### src/rtl/schroeder_allpass_filter_macros.svh
// Assertion macros shared by the allpass filter RTL.
// Included by modules that carry concurrent checks; no other dependencies.
`ifndef SCHROEDER_ALLPASS_FILTER_MACROS_SVH
`define SCHROEDER_ALLPASS_FILTER_MACROS_SVH

// Condition must hold at every clock edge outside reset.
`define APF_ASSERT_ALWAYS(label, clk, rstn, cond, msg) \
    label: assert property (@(posedge clk) disable iff (!rstn) (cond)) else $error(msg);

// Antecedent implies consequent in the same cycle.
`define APF_ASSERT_IMPL(label, clk, rstn, ante, cons, msg) \
    label: assert property (@(posedge clk) disable iff (!rstn) (ante) |-> (cons)) \
        else $error(msg);

`endif

### src/rtl/apf_pkg.sv
// Shared types and constants for the Schroeder allpass filter.
// No dependencies; imported by every module of the block.
`default_nettype none

package apf_pkg;

    // Parameter defaults
    localparam int MAX_DELAY_DEF   = 4096;
    localparam int SAMPLE_BITS_DEF = 16;

    // Configuration register fields
    localparam int DELAY_BITS     = 13;
    localparam int GAIN_BITS      = 16;
    localparam int GAIN_FRAC      = 15;
    localparam int CFG_DATA_BITS  = 16;
    localparam int CFG_INDEX_BITS = 1;

    typedef enum logic [CFG_INDEX_BITS-1:0] {
        REG_DELAY_LENGTH  = 1'b0,
        REG_FEEDBACK_GAIN = 1'b1
    } apf_reg_e;

    // How the history read data of the sample in flight is to be taken
    typedef struct packed {
        logic fresh;    // entry not yet written since the last clear: reads zero
        logic fwd_hit;  // output entry written on the same edge it was read
    } apf_rd_sel_t;

endpackage

`default_nettype wire

### src/rtl/apf_calc.sv
// Allpass arithmetic: y = sat(round((xd*2^15 + g*(yd - x)) / 2^15)).
// Uses apf_pkg for the read-select struct and gain format.
`default_nettype none

module apf_calc
    import apf_pkg::*;
#(
    parameter int SAMPLE_BITS = SAMPLE_BITS_DEF
) (
    input  wire logic signed [SAMPLE_BITS-1:0] x,
    input  wire logic signed [SAMPLE_BITS-1:0] xd_mem,
    input  wire logic signed [SAMPLE_BITS-1:0] yd_mem,
    input  wire logic signed [SAMPLE_BITS-1:0] yd_fwd,
    input  wire apf_rd_sel_t                   sel,
    input  wire logic signed [GAIN_BITS-1:0]   gain,
    output logic      signed [SAMPLE_BITS-1:0] y
);

    localparam int ProdBits = SAMPLE_BITS + GAIN_BITS + 1;
    localparam int AccBits  = SAMPLE_BITS + GAIN_BITS + 2;
    localparam int QBits    = AccBits - GAIN_FRAC;
    localparam logic signed [QBits-1:0] QMax =
        QBits'((64'sd1 <<< (SAMPLE_BITS - 1)) - 64'sd1);
    localparam logic signed [QBits-1:0] QMin = -QMax - QBits'(1);
    localparam logic signed [AccBits-1:0] RoundHalf = AccBits'(1 << (GAIN_FRAC - 1));

    logic signed [SAMPLE_BITS-1:0] xd;
    logic signed [SAMPLE_BITS-1:0] yd;
    logic signed [SAMPLE_BITS:0]   diff;
    logic signed [ProdBits-1:0]    prod;
    logic signed [AccBits-1:0]     acc;
    logic signed [QBits-1:0]       q;

    always_comb begin
        // Unwritten entries read zero; same-edge output write is forwarded.
        xd = sel.fresh ? '0 : xd_mem;
        priority if (sel.fresh) begin
            yd = '0;
        end else if (sel.fwd_hit) begin
            yd = yd_fwd;
        end else begin
            yd = yd_mem;
        end

        diff = (SAMPLE_BITS+1)'(yd) - (SAMPLE_BITS+1)'(x);
        prod = ProdBits'(gain) * ProdBits'(diff);
        acc  = (AccBits'(xd) <<< GAIN_FRAC) + AccBits'(prod) + RoundHalf;
        q    = acc[AccBits-1:GAIN_FRAC];

        // Clamp to the sample range
        priority if (q > QMax) begin
            y = QMax[SAMPLE_BITS-1:0];
        end else if (q < QMin) begin
            y = QMin[SAMPLE_BITS-1:0];
        end else begin
            y = q[SAMPLE_BITS-1:0];
        end
    end

endmodule

`default_nettype wire
### config.mk
export PLATFORM = sky130hd
export DESIGN_NAME = apf_calc
export DESIGN_NICKNAME = d
export VERILOG_FILES = /design/src/rtl/schroeder_allpass_filter_macros.svh /design/src/rtl/apf_pkg.sv /design/src/rtl/apf_calc.sv
export SDC_FILE = /design/constraint.sdc
export NUM_CORES = 1
export LEC_CHECK = 0
export BUFFER_PORTS_ARGS = -buffer_cell sky130_fd_sc_hd__buf_2
export CORE_ASPECT_RATIO = 0.7
export CORE_MARGIN = 3
export CORE_UTILIZATION = 52
export DETAILED_ROUTE_END_ITERATION = 7
export PLACE_DENSITY = 0.81
export SLEW_MARGIN = 20
export SYNTH_ARGS = -nofsm -noshare
export SYNTH_HDL_FRONTEND = slang
export SYNTH_SLANG_ARGS = --single-unit
### constraint.sdc
create_clock -name vclk -period 18.3
set_clock_uncertainty 0.2 [all_clocks]
set_input_delay 1.83 -clock vclk [all_inputs]
set_output_delay 1.83 -clock vclk [all_outputs]
set_load 0.005 [all_outputs]
; ---- Yosys cells after proc, flatten, opt, wreduce, memory -nomap -nowiden
; Index checks and enable logic that the tools add are counted.
[totals]
out_inout_bits = 16
elab_cells = 11
ff_bits = 0
in_bits = 82
[classes]
mul = 1
n_lt_le_gt_ge = 2
addsub = 3
mux = 5
[ops]
columns = operator, n
row1 = $mux W16, 5
row2 = $add A31 B33 Y34, 1
row3 = $add A34 B16 Y34 const B, 1
row4 = $mul A16 B17 Y33, 1
row5 = $gt A19 B16 Y1 const B, 1
row6 = $lt A19 B16 Y1 const B, 1
row7 = $sub A16 B16 Y17, 1

; ---- Depth between registers and ports, before layout
; Gate-level depths: netlist of run 1.
[logic_depth]
word_depth = 9
mapped_depth = 38
ltp_nobuf = 34

; ---- Worst setup path after synthesis of run 1
; No wires, ideal clock.
[synth_path]
kind = input -> output
from = in sel[0] (netlist bit)
to = out y[10]
t_required_ps = 16270
path_stages = 34
arrival_time_ps = 10588
slack_ps = 5682
cell_sequence = clkbuf_1 > clkbuf_1 > mux2i_1 > nor2_1 > ha_1 > nor2b_1 > o21ai_1 > a21boi_1 > o21a_1 > o22ai_1 > o21ai_1 > o311a_1 > o22ai_1 > clkbuf_1 > and2_1 > fa_1 > fa_1 > inv_1 > fa_1 > inv_1 > fa_1 > fa_1 > inv_1 > fa_1 > inv_1 > ha_1 > and3_1 > and3_2 > a31o_2 > a211o_1 > xor2_1 > a41o_1 > buf_6 > a21o_1
[synth_between]
elab_chain_len = 9
elab_cells_between_ends = 10
cone_classes = 3 x add/sub / 1 x mul / 2 x order compare / 4 x mux
[synth_rtl]
columns = item, line_no
row1 = from (decl), apf_calc.sv:14  ; input wire apf_rd_sel_t sel,
row2 = $mux W16 *, apf_calc.sv:39  ; end else if (sel.fwd_hit) begin
row3 = $mux W16 *, apf_calc.sv:37  ; priority if (sel.fresh) begin
row4 = $sub A16 B16 Y17 *, apf_calc.sv:45  ; diff = (SAMPLE_BITS+1)'(yd) - (SAMPLE_BITS+1)'(x);
row5 = $mul A16 B17 Y33 *, apf_calc.sv:46  ; prod = ProdBits'(gain) * ProdBits'(diff);
row6 = $add A31 B33 Y34 *, apf_calc.sv:47  ; acc = (AccBits'(xd) <<< GAIN_FRAC) + AccBits'(prod) + RoundHalf;
row7 = $add A34 B16 Y34 *, apf_calc.sv:47
row8 = $lt A19 B16 Y1, apf_calc.sv:53  ; end else if (q < QMin) begin
row9 = $mux W16, apf_calc.sv:53
row10 = $mux W16 *, apf_calc.sv:51  ; priority if (q > QMax) begin
row11 = to (decl), apf_calc.sv:16  ; output logic signed [SAMPLE_BITS-1:0] y
; Every way passes the cells marked *; elsewhere a longest branch is shown, timed or not.

; ---- Final worst setup path of run 1
[layout_path]
from = in sel[0] (netlist bit)
to = out y[12]
; The elaborated chain is that of the path after synthesis.

==> flow_summary.json, run 1 <==
{
  "die_area_sq_um": 25600,
  "clock_buffers": 0,
  "avgRoutedWirePerCell_um": 16.4,
  "dr.max_layer_used": "met4",
  "slowest_delay_ns": 0.87,
  "routed-wl-met3_mm": 2.80,
  "seq_area_sq_um": 0,
  "diodes": 0,
  "initial_core_util_pct": 53.7,
  "path_class": "in -> out",
  "cp.arrival_ns": 11.33,
  "ant_nets": 0,
  "post_dp_cell_area_sq_um": 13100,
  "startpoint_type": "input port",
  "status": "finished, final reports clean",
  "syn-num-nets": 1905,
  "met2_length_mm": 13.5,
  "avgViaCountPerCell": 5.26,
  "synth-simple-area-share_pct": 16.5,
  "cts_setup_buffers": 0,
  "fmax_mhz": 74.8,
  "ys_types": 60,
  "crit_required_ns": 16.27,
  "synth_top_area_share_pct": 48.5,
  "setup_viol": 0,
  "cpMostUsedCell": "fa_1",
  "min_period_over_period_pct": 73.0,
  "dieWidth_um": 190,
  "core_sq_um": 23000,
  "yosysTopAreaCell": "fa_1",
  "ys_warn_count": 0,
  "numPortBuffers": 98,
  "globalplace.congestion": 0.892,
  "hold_depth": 8,
  "cap_violations": 0,
  "critical-path-top-delay-family": "adder cells",
  "cts.repair.resized": 0,
  "crit_buf_inv": 7,
  "min_period_ns": 13.36,
  "grt_max_degree": 33,
  "io_pins": 98,
  "syn_area_sq_um": 12300,
  "synth_mux_area_share_pct": 1.39,
  "grtUsageTotal_pct": 24.5,
  "hold_buffers": 0,
  "gr-total-overflow": 0,
  "dr.pass1.iters": 5,
  "dp_hpwl_mm": 25.0,
  "synthTopCellsByCount": "inv_1 (408), fa_1 (299), nand2_1 (130), and2_1 (121), ha_1 (108)",
  "fin_nets": 1971,
  "synth_top_family_by_area": "adder cells",
  "grt_first_pass_wirelength_mm": 50.7,
  "dieHeight_um": 135,
  "yosysMostFrequentCell": "inv_1",
  "routed_wl_mm": 29.4,
  "antenna_found_initial": 0,
  "path_depth": 34,
  "synth_area_leaders": "fa_1 (49%), inv_1 (12%), ha_1 (11%)",
  "drive_gt1_share_pct": 9.32,
  "core.rowCount": 46,
  "drv_slew": 0,
  "drc": 0,
  "fin_area_sq_um": 13100,
  "cp-end-kind": "output port",
  "tightest_slew_ns": 0.939,
  "drtIter0Drc": 665,
  "final_hold_viol_count": 0,
  "vias": 9418,
  "hp-class": "in -> out",
  "critPathSlowestCell": "fa_1",
  "final.fill_count": 1989,
  "synthXorXnorAreaFrac_pct": 2.56,
  "rsz0062_at_grt": "no",
  "syn_avg_cell_area_sq_um": 8.71,
  "syn_inst": 1416,
  "area_delta_synth_final_pct": 6.54,
  "grt_pass1_vias": 10406,
  "ys_seq_area_share_pct": 0,
  "synthAdderAreaFrac_pct": 59.5,
  "met1_length_mm": 12.5,
  "seq_cells": 0,
  "crit_fanout": 24,
  "synth_compound_gate_area_share_pct": 6.09,
  "slew_headroom_pct": 37.1,
  "fin_tns_setup_ns": 0
}
[through the flow]
step	worst slack (ns)	std cells	util, %	hold slack (ns)
after floorplan	5.68	1416	-	4.24
after global placement	5.26	1792	57.2	5.07
after detailed placement	4.96	1792	57.2	5.02
after CTS	4.94	1792	57.2	5.03
after global routing	4.30	1792	57.2	5.11
final	4.94	1792	57.2	5.08
[path summary, 6_finish.rpt]
kind / startpoint / end / slack [ns]
max: sel[0] / y[12] / 4.94
min: gain[1] / y[0] / 5.08
[final cells by class]
type	instances	area, sq um	share of cell area [%]
inverter	408	1530	11.7
tap	312	390	2.97
timing repair buffer	111	588	4.47
multi-input combinational	961	10600	80.9
[layer usage]
| metal | track usage [%] | up-vias |
|---|---|---|
| met4 | 5.38 | 0 |
| li1 | - | 4251 |
| met3 | 4.36 | 58 |
| met1 | 34.9 | 4657 |
| met2 | 39.7 | 452 |
| met5 | 0 | - |
[placed cells by master, fill, tap and decap left out, types with 2 or more instances in the layout]
cell	Yosys	final
a211oi_1	4	4
a21o_1	26	26
a21oi_1	23	23
a31oi_1	2	2
a41o_1	2	2
and2_1	121	121
and2b_1	5	5
and2b_2	4	4
and3_1	6	6
buf_2	2	98
buf_4	0	13
fa_1	299	299
ha_1	108	108
inv_1	408	408
mux2i_1	16	16
nand2_1	130	130
nand2b_1	15	15
nand3_1	10	10
nand4_1	5	5
nor2_1	48	48
nor2b_1	31	31
nor3_1	5	5
o211ai_1	2	2
o21a_1	2	2
o21ai_0	16	16
o21ai_1	7	7
o22ai_1	2	2
o311ai_2	2	2
or2_2	6	6
xnor2_1	25	23
xnor2_2	0	2
xor2_1	11	10
[cells by family (layout without fill, tap and decap cells)]
logic type	after synthesis	after routing
compound gates	106	106
xor+xnor	36	36
fa+ha+maj	407	407
buf+inv	455	519
mux	17	17
simple gates	395	395
Power of run 1 is not shown: default switching activity piles up to over one toggle a cycle in this logic, so the estimate is an artifact.
==> run 2: changes to the inputs <==
--- a/config.mk
+++ b/config.mk
@@ -5,12 +5,13 @@
 export SDC_FILE = /design/constraint.sdc
 export NUM_CORES = 1
 export LEC_CHECK = 0
+export ABC_AREA = 1
 export BUFFER_PORTS_ARGS = -buffer_cell sky130_fd_sc_hd__buf_2
 export CORE_ASPECT_RATIO = 0.7
 export CORE_MARGIN = 3
 export CORE_UTILIZATION = 52
 export DETAILED_ROUTE_END_ITERATION = 7
-export PLACE_DENSITY = 0.81
+export PLACE_DENSITY = 0.83
 export SLEW_MARGIN = 20
 export SYNTH_ARGS = -nofsm -noshare
 export SYNTH_HDL_FRONTEND = slang
==> constraint.sdc (replaced) <==
create_clock -name vclk -period 10.9
set_clock_uncertainty 0.2 [all_clocks]
set_input_delay 1.09 -clock vclk [all_inputs]
set_output_delay 1.09 -clock vclk [all_outputs]
set_load 0.005 [all_outputs]
==> flow_summary.json, run 2 <==
{
  "hold_start": "gain[0]",
  "multiInputGateArea_sq_um": 10700,
  "dieHeight_um": 137,
  "final_common_cell": "inv_1",
  "grt_first_pass_wirelength_mm": 57.5,
  "dieWidth_um": 193,
  "synthTopCellsByCount": "inv_1 (497), nand2_1 (311), fa_1 (299), nor2_1 (246), ha_1 (108)",
  "cpMostUsedCell": "nand2_1",
  "gr-total-overflow": 0,
  "area_delta_synth_final_pct": 7.36,
  "hold_slack_ns": 2.98,
  "setup_viol": 0,
  "critPathSlowestCell": "fa_1",
  "ys_seq_area_share_pct": 0,
  "grtUsageMet1_pct": 38.7,
  "synth_top_area_share_pct": 47.2,
  "rsz0062_at_grt": "no",
  "slew_headroom_pct": 51.1,
  "met2_usage_pct": 45.2,
  "clock_buffers": 0,
  "core_sq_um": 23800,
  "syn_area_sq_um": 12700,
  "antenna_found_initial": 0,
  "crit_buf_inv": 7,
  "initial_core_util_pct": 53.2,
  "hold_buffers": 0,
  "ys_warn_count": 0,
  "grt_max_degree": 19,
  "fin_nets": 2269,
  "hp-class": "in -> out",
  "cp.arrival_ns": 9.09,
  "fmax_mhz": 96.3,
  "final_hold_viol_count": 0,
  "globalplace.congestion": 0.992,
  "drc": 0,
  "min_to": "y[2]",
  "fin_area_sq_um": 13600,
  "status": "finished, final reports clean",
  "drv_slew": 0,
  "syn_avg_cell_area_sq_um": 7.49,
  "min_period_over_period_pct": 95.2,
  "diodes": 0,
  "io_pins": 98,
  "grt_pass1_vias": 11622,
  "slowest_delay_ns": 0.53,
  "final.fill_count": 2250,
  "ant_nets": 0,
  "hold_depth": 13,
  "core.rowCount": 47,
  "use_met3_pct": 7.32,
  "cp-end-kind": "output port",
  "syn_inst": 1692,
  "seq_cells": 0,
  "crit_required_ns": 9.61,
  "yosysTopAreaCell": "fa_1",
  "drive_gt1_share_pct": 8.77,
  "fin_tns_setup_ns": 0,
  "numPortBuffers": 98,
  "post_dp_cell_area_sq_um": 13500,
  "vias": 10843,
  "critical-path-top-delay-family": "adder cells",
  "min_period_ns": 10.38,
  "routed_wl_mm": 35.1,
  "cap_violations": 0,
  "dr.pass1.iters": 6,
  "path_class": "in -> out",
  "startpoint_type": "input port",
  "seq_area_sq_um": 0,
  "crit_fanout": 17,
  "busiest_layer": "met2",
  "dp_hpwl_mm": 30.7,
  "ys_types": 40,
  "final_cell_mix": "inv_1 (496), nand2_1 (307), fa_1 (299)",
  "die_area_sq_um": 26300,
  "avgViaCountPerCell": 5.17,
  "grtUsageTotal_pct": 28.0,
  "tightest_slew_ns": 0.732,
  "yosysMostFrequentCell": "inv_1",
  "synth_area_leaders": "fa_1 (47%), inv_1 (15%), ha_1 (11%)",
  "fin_util_pct": 57.1,
  "syn-num-nets": 2181,
  "drtIter0Drc": 923,
  "avgRoutedWirePerCell_um": 16.7
}
-- run 2: changes by cell type after synthesis, moves of 20 or more --
cell | before | now
a21o_1 | 26 | 6
a21oi_1 | 23 | 48
and2_1 | 121 | 0
clkbuf_1 | 43 | 23
inv_1 | 408 | 497
nand2_1 | 130 | 311
nor2_1 | 48 | 246
nor2b_1 | 31 | 0
-- run 2: cells by family (layout without fill, tap and decap cells) --
logic type / Yosys count / count (layout) / share of synthesized area [%]
AOI/OAI and AO/OA: 106 / 106 / 4.85
xor gates and xnor gates: 21 / 21 / 1.72
adders and majority gates: 407 / 407 / 57.9
buffers and inverters: 536 / 622 / 16.0
and+or+nand+nor: 622 / 622 / 19.6
-- run 2: worst min-delay path, delay by kind of cell --
family	cells	cell delay (ns)
XOR/XNOR	1	0.14
buffers and inverters	2	0.24
AND/OR/NAND/NOR	10	0.63
-- run 2: what timing repair did --
| action | in CTS | in global routing |
|---|---|---|
| setup buffers | 0 | 2 |
| resized for setup | 0 | 16 |
| setup endpoints to repair | 0 | 16 |
-- run 2: worst max path at each step --
stage	end	start	cells after the start	slack, ns
after floorplan	y[10]	sel[1]	38	1.34
after global placement	y[0]	sel[1]	37	0.53
after detailed placement	y[11]	sel[1]	38	0.28
after CTS	y[11]	sel[1]	38	0.27
after global routing	y[11]	sel[0]	41	0.02
final	y[6]	sel[0]	40	0.52
-- run 2: layer usage --
metal	up-vias	wire length, um
met5	-	0
met4	0	675
met3	60	4010
met2	511	15800
met1	5261	14700
li1	5011	-
-- run 2: stage by stage --
| step | setup WS (ns) | std cells |
|---|---|---|
| global route | 0.0242 | 2096 |
| global placement | 0.532 | 2093 |
| CTS | 0.275 | 2093 |
| detailed placement | 0.275 | 2093 |
| floorplan | 1.34 | 1692 |
| finish | 0.518 | 2096 |
-- run 2: area by class of cell --
class	count	area share, %
Timing Repair inverter	1	0.0368
Timing Repair Buffer	113	4.47
Inverter	508	14.0
Multi-Input combinational cell	1156	78.5
Tap cell	318	2.92
Power of run 2 is left out for the same reason.
==> run 3: changes to the inputs <==
--- a/config.mk
+++ b/config.mk
@@ -11,7 +11,8 @@
 export CORE_MARGIN = 3
 export CORE_UTILIZATION = 52
 export DETAILED_ROUTE_END_ITERATION = 7
-export PLACE_DENSITY = 0.83
+export PLACE_DENSITY = 0.76
+export RECOVER_POWER = 25
 export SLEW_MARGIN = 20
 export SYNTH_ARGS = -nofsm -noshare
 export SYNTH_HDL_FRONTEND = slang
==> constraint.sdc (replaced) <==
create_clock -name vclk -period 13.2
set_clock_uncertainty 0.2 [all_clocks]
set_input_delay 1.32 -clock vclk [all_inputs]
set_output_delay 1.32 -clock vclk [all_outputs]
set_load 0.005 [all_outputs]
==> flow_summary.json, run 3 (synthesis results as in run 2) <==
{
  "cap_violations": 0,
  "io_pins": 98,
  "dp_slack_ns": 1.88,
  "path_class": "in -> out",
  "antenna_found_initial": 0,
  "grt_max_degree": 19,
  "met2_usage_pct": 45.2,
  "vias": 10713,
  "setup_viol": 0,
  "cp-end-kind": "output port",
  "core_sq_um": 23800,
  "place_inst": 2082,
  "rsz0062_at_grt": "no",
  "min_period_ns": 11.74,
  "final_cell_mix": "inv_1 (497), nand2_1 (312), fa_1 (299)",
  "setup_ws_ns": 1.46,
  "core.rowCount": 47,
  "slowest_delay_ns": 0.75,
  "slew_headroom_pct": 32.0,
  "seq_area_sq_um": 0,
  "hp-class": "in -> out",
  "initial_core_util_pct": 53.2,
  "crit_required_ns": 11.68,
  "diodes": 0,
  "ant_nets": 0,
  "crit_buf_inv": 12,
  "drtIter0Drc": 797,
  "fmax_mhz": 85.1,
  "startpoint_type": "input port",
  "busiest_layer": "met2",
  "drv_slew": 0,
  "use_met3_pct": 5.04,
  "die_area_sq_um": 26300,
  "area_delta_synth_final_pct": 6.09,
  "cts_setup_buffers": 0,
  "dp_hpwl_mm": 29.9,
  "grtUsageTotal_pct": 27.8,
  "drc": 0,
  "critPathSlowestCell": "fa_1",
  "grt_first_pass_wirelength_mm": 57.4,
  "tightest_slew_ns": 1.01,
  "cpMostUsedCell": "inv_1",
  "fin_tns_setup_ns": 0,
  "final_hold_viol_count": 0,
  "cts.repair.resized": 0,
  "fin_nets": 2255,
  "seq_cells": 0,
  "avgViaCountPerCell": 5.15,
  "layoutNonFillerInstCount": 2082,
  "dieWidth_um": 193,
  "final.fill_count": 2216,
  "cp.arrival_ns": 10.22,
  "dr.pass1.iters": 5,
  "grt_pass1_vias": 11480,
  "hold_buffers": 0,
  "drive_gt1_share_pct": 7.20,
  "status": "finished, final reports clean",
  "final_common_cell": "inv_1",
  "critical-path-top-delay-family": "adder cells",
  "dieHeight_um": 137,
  "gr-total-overflow": 0,
  "numPortBuffers": 98,
  "grtUsageMet1_pct": 39.8,
  "min_period_over_period_pct": 89.0,
  "crit_fanout": 17,
  "globalplace.congestion": 0.971,
  "routed_wl_mm": 34.2,
  "clock_buffers": 0,
  "avgRoutedWirePerCell_um": 16.4
}
[run 3: worst paths after layout]
path	startpoint	endpoint	slack, ns	cells after the start
hold / removal	gain[0]	y[2]	3.45	13
setup / recovery	sel[0]	y[0]	1.46	39
[run 3: layout make-up]
type	instances	area, sq um	share of cell area (%)
Tap cell	318	398	2.96
Timing Repair Buffer	100	503	3.74
Inverter	508	1910	14.2
Multi-Input combinational cell	1156	10600	79.1
[run 3: through the flow]
| stage | instance area (sq um) | hold WS [ns] | utilization [%] |
|---|---|---|---|
| floorplan | 12700 | 2.98 | - |
| finish | 13400 | 3.45 | 56.5 |
| global route | 13400 | 3.54 | 56.5 |
| detailed placement | 13500 | 3.46 | 56.5 |
| global placement | 13500 | 3.45 | 56.5 |
| CTS | 13500 | 3.46 | 56.5 |
[run 3: per-layer routing]
layer  vias to the layer above  wire (um)
met5                         -         49
met4                         2        548
met3                        57       3400
met2                       457      15200
met1                      5213      15000
li1                       4984          -
Power of run 3 is left out for the same reason.
